### config.mk
export PLATFORM = sky130hd
export DESIGN_NAME = sle_controller
export DESIGN_NICKNAME = d
export VERILOG_FILES = /design/src/rtl/core/sle_pkg.sv /design/src/rtl/core/sle_controller.sv
export SDC_FILE = /design/constraint.sdc
export NUM_CORES = 1
export LEC_CHECK = 0
export BUFFER_PORTS_ARGS = -buffer_cell sky130_fd_sc_hd__clkbuf_2
export CAP_MARGIN = 10
export CORE_MARGIN = 3
export CORE_UTILIZATION = 25
export CTS_BUF_LIST = sky130_fd_sc_hd__clkbuf_4
export DETAILED_ROUTE_END_ITERATION = 16
export HOLD_SLACK_MARGIN = 0.08
export PLACE_DENSITY = 0.51
export SYNTH_ARGS = -nofsm -noshare
export SYNTH_HDL_FRONTEND = slang
export SYNTH_SLANG_ARGS = --single-unit
### constraint.sdc
create_clock -name clk_i -period 1.4 [get_ports clk_i]
set_clock_uncertainty 0.2 [all_clocks]
set_input_delay 0.21 -clock clk_i [delete_from_list [all_inputs] [get_ports clk_i]]
set_output_delay 0.21 -clock clk_i [all_outputs]
set_load 0.05 [all_outputs]
### src/rtl/core/sle_pkg.sv
package sle_pkg;

  // Default list depth
  localparam int unsigned CAPACITY = 128;

  // Command codes
  localparam logic [2:0] CMD_CLEAR   = 3'd0;
  localparam logic [2:0] CMD_GET     = 3'd1;
  localparam logic [2:0] CMD_LOCATE  = 3'd2;
  localparam logic [2:0] CMD_INSERT  = 3'd3;
  localparam logic [2:0] CMD_DELETE  = 3'd4;
  localparam logic [2:0] CMD_REVERSE = 3'd5;

  // Input word
  typedef struct packed {
    logic [2:0]         command;
    logic [7:0]         position;
    logic signed [31:0] value_in;
  } sle_in_word_t;

  // Result word
  typedef struct packed {
    logic               status;
    logic signed [31:0] value_out;
    logic [7:0]         found_position;
    logic [7:0]         count_out;
  } sle_out_word_t;

  // Walk pointer update
  typedef enum logic [2:0] {
    PTR_HOLD,
    PTR_ZERO,
    PTR_COUNT,
    PTR_POS,
    PTR_INC,
    PTR_DEC
  } ptr_op_e;

  // Upper pointer update (reverse)
  typedef enum logic [1:0] {
    HI_HOLD,
    HI_TOP,
    HI_DEC
  } hi_op_e;

  // Store address select, shared by read and write ports
  typedef enum logic [1:0] {
    ADR_PTR,
    ADR_PTR_M1,
    ADR_HI,
    ADR_POS_M1
  } adr_sel_e;

  // Store write data select
  typedef enum logic [1:0] {
    WD_RDATA,
    WD_VAL,
    WD_HOLD
  } wd_sel_e;

  // Controller to datapath
  typedef struct packed {
    logic     load;
    logic     set_err;
    logic     cnt_clear;
    logic     cnt_inc;
    logic     cnt_dec;
    ptr_op_e  ptr_op;
    hi_op_e   hi_op;
    logic     rd_en;
    adr_sel_e rd_sel;
    logic     wr_en;
    adr_sel_e wr_sel;
    wd_sel_e  wd_sel;
    logic     hold_ld;
    logic     vout_ld;
    logic     found_ld;
    logic     out_ld;
  } dp_cmd_t;

  // Datapath to controller
  typedef struct packed {
    logic [2:0] command;
    logic       get_ok;
    logic       ins_ok;
    logic       del_ok;
    logic       rev_ok;
    logic       ptr_lt_cnt;
    logic       ptr_ge_pos;
    logic       ptr_lt_hi;
    logic       match;
    logic       out_free;
  } dp_stat_t;

endpackage

### src/rtl/core/sle_controller.sv
module sle_controller (
  input  logic              clk_i,
  input  logic              rst_ni,
  input  logic              in_valid_i,
  output logic              in_ready_o,
  input  sle_pkg::dp_stat_t dp_stat_i,
  output sle_pkg::dp_cmd_t  dp_cmd_o
);

  localparam logic [3:0] S_IDLE     = 4'd0;
  localparam logic [3:0] S_DECODE   = 4'd1;
  localparam logic [3:0] S_GET_WAIT = 4'd2;
  localparam logic [3:0] S_LOC_CHK  = 4'd3;
  localparam logic [3:0] S_LOC_CMP  = 4'd4;
  localparam logic [3:0] S_INS_CHK  = 4'd5;
  localparam logic [3:0] S_INS_WR   = 4'd6;
  localparam logic [3:0] S_DEL_CHK  = 4'd7;
  localparam logic [3:0] S_DEL_WR   = 4'd8;
  localparam logic [3:0] S_REV_CHK  = 4'd9;
  localparam logic [3:0] S_REV_RDHI = 4'd10;
  localparam logic [3:0] S_REV_WLO  = 4'd11;
  localparam logic [3:0] S_REV_WHI  = 4'd12;
  localparam logic [3:0] S_DONE     = 4'd13;

  logic [3:0] state_q, state_d;

  assign in_ready_o = state_q == S_IDLE;

  // Next state and datapath commands
  always_comb begin
    state_d  = state_q;
    dp_cmd_o = '0;
    case (state_q)
      S_IDLE: begin
        if (in_valid_i) begin
          dp_cmd_o.load = 1'b1;
          state_d       = S_DECODE;
        end
      end

      S_DECODE: begin
        state_d = S_DONE;
        case (dp_stat_i.command)
          sle_pkg::CMD_CLEAR: begin
            dp_cmd_o.cnt_clear = 1'b1;
          end
          sle_pkg::CMD_GET: begin
            if (dp_stat_i.get_ok) begin
              dp_cmd_o.rd_en  = 1'b1;
              dp_cmd_o.rd_sel = sle_pkg::ADR_POS_M1;
              state_d         = S_GET_WAIT;
            end else begin
              dp_cmd_o.set_err = 1'b1;
            end
          end
          sle_pkg::CMD_LOCATE: begin
            dp_cmd_o.ptr_op = sle_pkg::PTR_ZERO;
            state_d         = S_LOC_CHK;
          end
          sle_pkg::CMD_INSERT: begin
            if (dp_stat_i.ins_ok) begin
              dp_cmd_o.ptr_op = sle_pkg::PTR_COUNT;
              state_d         = S_INS_CHK;
            end else begin
              dp_cmd_o.set_err = 1'b1;
            end
          end
          sle_pkg::CMD_DELETE: begin
            if (dp_stat_i.del_ok) begin
              dp_cmd_o.ptr_op = sle_pkg::PTR_POS;
              state_d         = S_DEL_CHK;
            end else begin
              dp_cmd_o.set_err = 1'b1;
            end
          end
          sle_pkg::CMD_REVERSE: begin
            if (dp_stat_i.rev_ok) begin
              dp_cmd_o.ptr_op = sle_pkg::PTR_ZERO;
              dp_cmd_o.hi_op  = sle_pkg::HI_TOP;
              state_d         = S_REV_CHK;
            end
          end
          default: begin
            dp_cmd_o.set_err = 1'b1;
          end
        endcase
      end

      S_GET_WAIT: begin
        dp_cmd_o.vout_ld = 1'b1;
        state_d          = S_DONE;
      end

      // Locate: read one entry, compare it the next cycle
      S_LOC_CHK: begin
        if (dp_stat_i.ptr_lt_cnt) begin
          dp_cmd_o.rd_en  = 1'b1;
          dp_cmd_o.rd_sel = sle_pkg::ADR_PTR;
          state_d         = S_LOC_CMP;
        end else begin
          state_d = S_DONE;
        end
      end

      S_LOC_CMP: begin
        if (dp_stat_i.match) begin
          dp_cmd_o.found_ld = 1'b1;
          state_d           = S_DONE;
        end else begin
          dp_cmd_o.ptr_op = sle_pkg::PTR_INC;
          state_d         = S_LOC_CHK;
        end
      end

      // Insert: move entries up from the top, then drop the value in
      S_INS_CHK: begin
        if (dp_stat_i.ptr_ge_pos) begin
          dp_cmd_o.rd_en  = 1'b1;
          dp_cmd_o.rd_sel = sle_pkg::ADR_PTR_M1;
          state_d         = S_INS_WR;
        end else begin
          dp_cmd_o.wr_en   = 1'b1;
          dp_cmd_o.wr_sel  = sle_pkg::ADR_POS_M1;
          dp_cmd_o.wd_sel  = sle_pkg::WD_VAL;
          dp_cmd_o.cnt_inc = 1'b1;
          state_d          = S_DONE;
        end
      end

      S_INS_WR: begin
        dp_cmd_o.wr_en  = 1'b1;
        dp_cmd_o.wr_sel = sle_pkg::ADR_PTR;
        dp_cmd_o.wd_sel = sle_pkg::WD_RDATA;
        dp_cmd_o.ptr_op = sle_pkg::PTR_DEC;
        state_d         = S_INS_CHK;
      end

      // Delete: move later entries down one place
      S_DEL_CHK: begin
        if (dp_stat_i.ptr_lt_cnt) begin
          dp_cmd_o.rd_en  = 1'b1;
          dp_cmd_o.rd_sel = sle_pkg::ADR_PTR;
          state_d         = S_DEL_WR;
        end else begin
          dp_cmd_o.cnt_dec = 1'b1;
          state_d          = S_DONE;
        end
      end

      S_DEL_WR: begin
        dp_cmd_o.wr_en  = 1'b1;
        dp_cmd_o.wr_sel = sle_pkg::ADR_PTR_M1;
        dp_cmd_o.wd_sel = sle_pkg::WD_RDATA;
        dp_cmd_o.ptr_op = sle_pkg::PTR_INC;
        state_d         = S_DEL_CHK;
      end

      // Reverse: swap the low and high entries, walk inward
      S_REV_CHK: begin
        if (dp_stat_i.ptr_lt_hi) begin
          dp_cmd_o.rd_en  = 1'b1;
          dp_cmd_o.rd_sel = sle_pkg::ADR_PTR;
          state_d         = S_REV_RDHI;
        end else begin
          state_d = S_DONE;
        end
      end

      S_REV_RDHI: begin
        dp_cmd_o.rd_en   = 1'b1;
        dp_cmd_o.rd_sel  = sle_pkg::ADR_HI;
        dp_cmd_o.hold_ld = 1'b1;
        state_d          = S_REV_WLO;
      end

      S_REV_WLO: begin
        dp_cmd_o.wr_en  = 1'b1;
        dp_cmd_o.wr_sel = sle_pkg::ADR_PTR;
        dp_cmd_o.wd_sel = sle_pkg::WD_RDATA;
        state_d         = S_REV_WHI;
      end

      S_REV_WHI: begin
        dp_cmd_o.wr_en  = 1'b1;
        dp_cmd_o.wr_sel = sle_pkg::ADR_HI;
        dp_cmd_o.wd_sel = sle_pkg::WD_HOLD;
        dp_cmd_o.ptr_op = sle_pkg::PTR_INC;
        dp_cmd_o.hi_op  = sle_pkg::HI_DEC;
        state_d         = S_REV_CHK;
      end

      // Hand the result word to the output register once it is free
      S_DONE: begin
        if (dp_stat_i.out_free) begin
          dp_cmd_o.out_ld = 1'b1;
          state_d         = S_IDLE;
        end
      end

      default: begin
        state_d = S_IDLE;
      end
    endcase
  end

  always_ff @(posedge clk_i or negedge rst_ni) begin
    if (!rst_ni) begin
      state_q <= S_IDLE;
    end else begin
      state_q <= state_d;
    end
  end

endmodule

==> results of run 1 <==
[cell type report]
type,count,area share (%)
clock buffers,3,0.958
inverters,4,0.905
multi-input cells,104,42.9
flip-flops and latches,4,4.42
well taps,44,2.34
repair buffers,105,48.5
[cells in the final DEF, fill, tap and decap left out, types with 2 or more instances in the layout]
cell | synthesis | final
buf_4 | 0 | 47
buf_12 | 0 | 23
buf_6 | 2 | 17
clkbuf_2 | 0 | 14
a21oi_1 | 13 | 9
nor2_1 | 12 | 7
nor3_4 | 0 | 6
nor2_4 | 0 | 5
nand2_1 | 9 | 5
nand2b_1 | 8 | 4
nand2b_4 | 0 | 4
nand2_2 | 0 | 3
a21oi_4 | 0 | 3
nand3_1 | 3 | 3
o211ai_1 | 3 | 3
clkbuf_4 | 0 | 3
dfrtp_2 | 0 | 3
nor4_4 | 0 | 2
nor3_2 | 0 | 2
and2_4 | 0 | 2
nor4b_4 | 0 | 2
mux2i_1 | 2 | 2
o22ai_1 | 3 | 2
nand4_1 | 2 | 2
nand3b_1 | 2 | 2
a21oi_2 | 1 | 2
o21ai_0 | 5 | 2
or3b_4 | 0 | 2
buf_8 | 0 | 2
[cell usage after synthesis, types with 2 or more instances]
master | number | share of area, %
a21oi_1 | 13 | 8.0
nor2_1 | 12 | 5.5
nand2_1 | 9 | 4.1
nor3_1 | 9 | 5.5
nand2b_1 | 8 | 6.1
buf_2 | 6 | 3.7
o21ai_0 | 5 | 3.1
dfrtp_1 | 4 | 12
inv_1 | 4 | 1.8
nand3_1 | 3 | 1.8
o211ai_1 | 3 | 2.8
o22ai_1 | 3 | 2.3
and2_1 | 2 | 1.5
buf_6 | 2 | 2.8
clkbuf_1 | 2 | 0.92
mux2i_1 | 2 | 2.5
nand3b_1 | 2 | 1.8
nand4_1 | 2 | 1.5
nor3b_1 | 2 | 1.8
nor4_1 | 2 | 1.5
nor4b_1 | 2 | 2.1
o21bai_1 | 2 | 1.8
or3b_1 | 2 | 2.1
[what timing repair did]
item | CTS | global route
setup endpoints to repair | 27 | 27
endpoints found under the hold margin | 4 | 0
resized for setup | 51 | 7
pin swaps | 12 | 11
setup buffers | 7 | 6
hold buffers | 1 | 0
[layer usage]
layer | vias to the layer above | wire, um | global-route usage (%)
met1 | 693 | 1770 | 28.9
met2 | 42 | 2300 | 38.2
met3 | 12 | 143 | 2.32
met5 | - | 0 | 0
met4 | 0 | 119 | 11.3
li1 | 649 | - | -
[worst max path at each step]
stage | slack, ns | cells past startpoint | end | from
finish | -0.62 | 6 | dp_cmd_o[11] | state_q[2]
floorplan | -0.53 | 3 | dp_cmd_o[10] | state_q[2]
CTS | -0.59 | 4 | dp_cmd_o[10] | state_q[2]
detailed placement | -0.46 | 5 | dp_cmd_o[19] | state_q[3]
global placement | -0.42 | 5 | dp_cmd_o[1] | state_q[2]
global route | -0.70 | 6 | dp_cmd_o[11] | state_q[2]
[where the power goes]
| part | total [W] | switching (W) | internal, W | leakage (nW) |
|---|---|---|---|---|
| clock | 0.000179 | 0.0000805 | 0.0000981 | 0.0138 |
| sequential | 0.000326 | 0.000140 | 0.000186 | 0.0442 |
| combinational | 0.00480 | 0.00236 | 0.00244 | 0.941 |
[stage by stage]
step                      utilization, %  worst slack, ns  power, W  instances  hold WS, ns
after floorplan                        -           -0.535   0.00265        122       -0.286
after global placement              64.7           -0.417   0.00416        248       -0.179
after detailed placement            64.7           -0.459   0.00421        248       -0.176
after CTS                           74.0           -0.587   0.00503        258        0.111
after global routing                76.3           -0.699   0.00560        264       0.0941
final                               76.3           -0.621   0.00531        264       0.0820
[cells by family after synthesis]
family | Yosys count
AO/OA/AOI/OAI | 37
adder cells (fa/ha/maj) | 1
buffers and inverters | 14
multiplexers | 3
flip-flops | 4
AND/OR/NAND/NOR | 63
==> flow_summary.ini, run 1 <==
[clocking]
cts-buffers-inserted = 3
clkTransAtPathRegs_ns = 0.06
clockRootBuffer = clkbuf_4
clkLatencyLatePin_ns = 0.28
cts_tree = built
htreeDepth = 1
clk_path_buf_depth = 2
clock-sinks = 4

[grt]
grt_pass1_vias = 1455
grt_use_total_pct = 22.8
grt.overflow.total = 0
antenna_found_initial = 0
grt_pass1_wl_um = 7140
grt_max_degree = 13

[timing]
fmax_mhz = 495
fin_crit_ns = 2.02
setup_viol = 27
slew_headroom_pct = 80.4
drv_slew = 0
tns_ns = -12.97
hold_viol_final = 0
finalCritPeriodShare_pct = 144
rsz0062_at_grt = true
worst_pin_slew_ns = 0.293
setup_slack_ns = -0.621

[yosys]
syn_nets = 138
synth_top_family_by_area = simple AND/OR/NAND/NOR gates
synth_area_sq_um = 817
ys_async_sr_fraction_pct = 100
synth_fa_ha_area_share_pct = 1.53
seq_area_frac_synth_pct = 12.3
synth_warnings = 0
ys_dominant_reg_cell = dfrtp_1
ys_types = 44
synthSimpleGateAreaFrac_pct = 43.3
synth_xor_xnor_area_share_pct = 0
yosys-mux-area-fraction_pct = 3.83
synth_edf_count = 0
synth-seq-cells = 4
synth-compound-area-share_pct = 29.9
avgSynthCellArea_sq_um = 6.70
syn_inst = 122

[cells_and_area]
diodes = 0
fillers = 216
nets = 238
regArea_sq_um = 104
largest_reg_flops = 4
largest_registers = state_q (4)
regMostFlops = state_q
multi_input_area_sq_um = 1010
area_delta_synth_final_pct = 188
layout-drive-gt1-share_pct = 74.1
stdcell_area_sq_um = 2350

[worst_setup_path]
cp_top_family = flip-flops
critical_path.slowest_cell = dfrtp_2
crit_buf_inv = 2
slowest_delay_ns = 0.47
reg2reg_slack_ns = -0.31
cp.required_ns = 0.99
start_kind = register
cp-end-kind = output port
timing.rr.end = state_q[0]
worst-path-max-fanout = 7
cpMostUsedCell = buf_12
worstReg2RegStart = state_q[2]
crit_arrival_ns = 1.61
crit_type = register to output port
rr_worst_depth = 6
path_cells = buf_12 -> nand3b_1 -> o311ai_2 -> a21oi_2 -> o21ai_4 -> buf_12

[routing]
drc_errors = 0
drt-total-wl_um = 4330
wl_per_cell_um = 16.4
first_pass_iters = 4
postRouteAntennaNets = 0
vias = 1396
vias_per_cell = 5.29
drtIter0Drc = 66

[pwr]
powerDensity_nw_per_um2 = 2260
vdd_drop_max_mv = 1.32
leakage_nw = 0.999

[run_status]
violations = setup timing
status = complete, but fails checks

[floorplan]
core-area_sq_um = 3080
pin_count = 38
dieArea_sq_um = 3990
start_util_pct = 26.5
die_w_um = 63.2
die_y_um = 63.2
row_count = 20

[flow_run]
cap_viol_max_count = 0

[place]
hpwl_um = 3110
gp_congestion = 0.867
placement.io_buffers = 37
placed_cell_area_sq_um = 1990

[hold_path]
hp-class = input port to async pin
Power figures use the tool's default switching activity.
==> inputs of run 2 (changes only) <==
==> constraint.sdc (replaced) <==
create_clock -name clk_i -period 1.4 [get_ports clk_i]
set_clock_uncertainty 0.2 [all_clocks]
set_input_delay 0.21 -clock clk_i [delete_from_list [all_inputs] [get_ports clk_i]]
set_output_delay 0.21 -clock clk_i [all_outputs]
set_load 0.005 [all_outputs]
==> run 2 against run 1 <==
  * Highest routed layer unchanged
  * The flow still finishes with violations (setup timing)
  * Non-clock buffer count is 15 lower
  * Global-route usage down 3.9 points
  * Critical endpoint is now dp_cmd_o[8]
  * Critical path type unchanged
  * Clock-buffer cell count stayed put
  * Sequential cell count unchanged
  * Power decreased by 33%
  * Setup slack better by 0.12 ns
  * First-iteration DRC count shrank 41%
  * Register-to-register slack worse by 0.02 ns
  * Die area stayed put
  * Via count down 8.2%
  * Clock power decreased by 16%
==> flow_summary.ini, run 2 (synthesized netlist as in run 1, its figures left out) <==
[pwr]
powerDensity_nw_per_um2 = 2020
power.total_w = 0.00353
vdd_drop_max_mv = 0.742
leakage_nw = 0.806

[worst_setup_path]
cp.required_ns = 0.99
slowest_delay_ns = 0.45
crit_type = register to output port
critical_path.slowest_cell = dfrtp_2
path_cells = buf_6 -> nand2b_4 -> o311a_1 -> a21oi_2 -> buf_2
reg2reg_slack_ns = -0.33
rr_worst_depth = 6
worstReg2RegStart = state_q[1]
start_kind = register
worst-path-max-fanout = 6
crit_start = state_q[3]
crit_buf_inv = 2
timing.rr.end = state_q[0]
cp_num_cells = 5
crit_arrival_ns = 1.49
cp_top_family = flip-flops
cp-end-kind = output port

[run_status]
violations = setup timing
status = complete, but fails checks

[floorplan]
dieArea_sq_um = 3990
start_util_pct = 26.5
die_w_um = 63.2
row_count = 20
die_y_um = 63.2
core-area_sq_um = 3080
pin_count = 38

[timing]
tns_ns = -10.32
fin_crit_ns = 1.90
worst_pin_slew_ns = 0.231
setup_viol = 27
finalCritPeriodShare_pct = 136
rsz0062_at_grt = true
drv_slew = 0
slew_headroom_pct = 84.2
hold_viol_final = 0
fmax_mhz = 526
setup_slack_ns = -0.501

[routing]
wl_per_cell_um = 15.2
vias_per_cell = 5.14
drtIter0Drc = 39
postRouteAntennaNets = 0
drt-total-wl_um = 3780
vias = 1281
drc_errors = 0
first_pass_iters = 4

[place]
placement.io_buffers = 37
hpwl_um = 2670
gp_congestion = 0.867

[cells_and_area]
fillers = 297
regMostFlops = state_q
mostFrequentLayoutCells = 38 x buf_4, 24 x clkbuf_2, 16 x buf_6, 11 x buf_2, 10 x a21oi_1
diodes = 0
largest_reg_flops = 4
area_delta_synth_final_pct = 114
final_common_cell = buf_4
layout-drive-gt1-share_pct = 66.3
nets = 223
largest_registers = state_q (4)

[grt]
antenna_found_initial = 0
grt_pass1_wl_um = 6090
grt.overflow.total = 0
grt_use_total_pct = 18.9
grt_max_degree = 13
grt_pass1_vias = 1324

[clocking]
cts-buffers-inserted = 3
clockRootBuffer = clkbuf_4
clk_path_buf_depth = 2
clkLatencyLatePin_ns = 0.24
clkTransAtPathRegs_ns = 0.04
htreeDepth = 1
clock-sinks = 4
cts_tree = built

[flow_run]
cap_viol_max_count = 0

[hold_path]
min_delay_path_depth = 3
hp-class = input port to register
worstHoldEndpoint = state_q[0]
hp-start = in_valid_i
==> run 2: how the worst max path moves through the flow <==
stage	end	slack [ns]
final	dp_cmd_o[8]	-0.50
after global routing	dp_cmd_o[11]	-0.54
after CTS	dp_cmd_o[11]	-0.50
after detailed placement	dp_cmd_o[11]	-0.38
after global placement	dp_cmd_o[11]	-0.34
after floorplan	dp_cmd_o[14]	-0.09
==> run 2: worst register-to-register path, cell delays in order (launching register included) <==
cell	delay (ns)
dfrtp_2	0.43
buf_6	0.14
buf_6	0.12
or3b_4	0.40
a21oi_4	0.18
nor2_1	0.06
a31oi_1	0.12
==> run 2: repair_timing <==
item                                   CTS  global route
hold buffers                             1             0
pin swaps                               14            10
endpoints found under the hold margin    4             0
setup buffers                           10             4
resized for setup                       33            41
setup endpoints to repair               27            27
==> run 2: layer usage <==
layer	vias to the layer above	part of all wire [%]	global-route usage [%]
li1	615	-	-
met1	614	39	20.1
met2	44	53	35.3
met3	8	5.8	3.92
met4	0	1.6	8.26
met5	-	0	0
==> run 2: final cells by class <==
type	instances	area, sq um	share of cell area [%]
Tap cell	44	55.1	3.15
Multi-Input combinational cell	104	901	51.5
Timing Repair Buffer	90	651	37.2
Clock buffer	3	22.5	1.29
Inverter	4	15.0	0.859
Sequential cell	4	104	5.94
==> run 2: where the power goes <==
part	internal, W	leakage (nW)	switching, W
Clock	0.0000964	0.0138	0.0000549
Sequential	0.000186	0.0442	0.0000957
Combinational	0.00161	0.748	0.00148
==> run 2: stage by stage <==
step                      hold slack (ns)  cell area [sq um]  worst slack, ns  util [%]  cells
after detailed placement           -0.176               1370           -0.380      44.6    234
after global placement             -0.178               1370           -0.337      44.6    234
after floorplan                    -0.286                915          -0.0858         -    122
after CTS                           0.100               1590           -0.501      51.7    246
after global routing                0.125               1750           -0.541      56.8    249
final                              0.0945               1750           -0.501      56.8    249
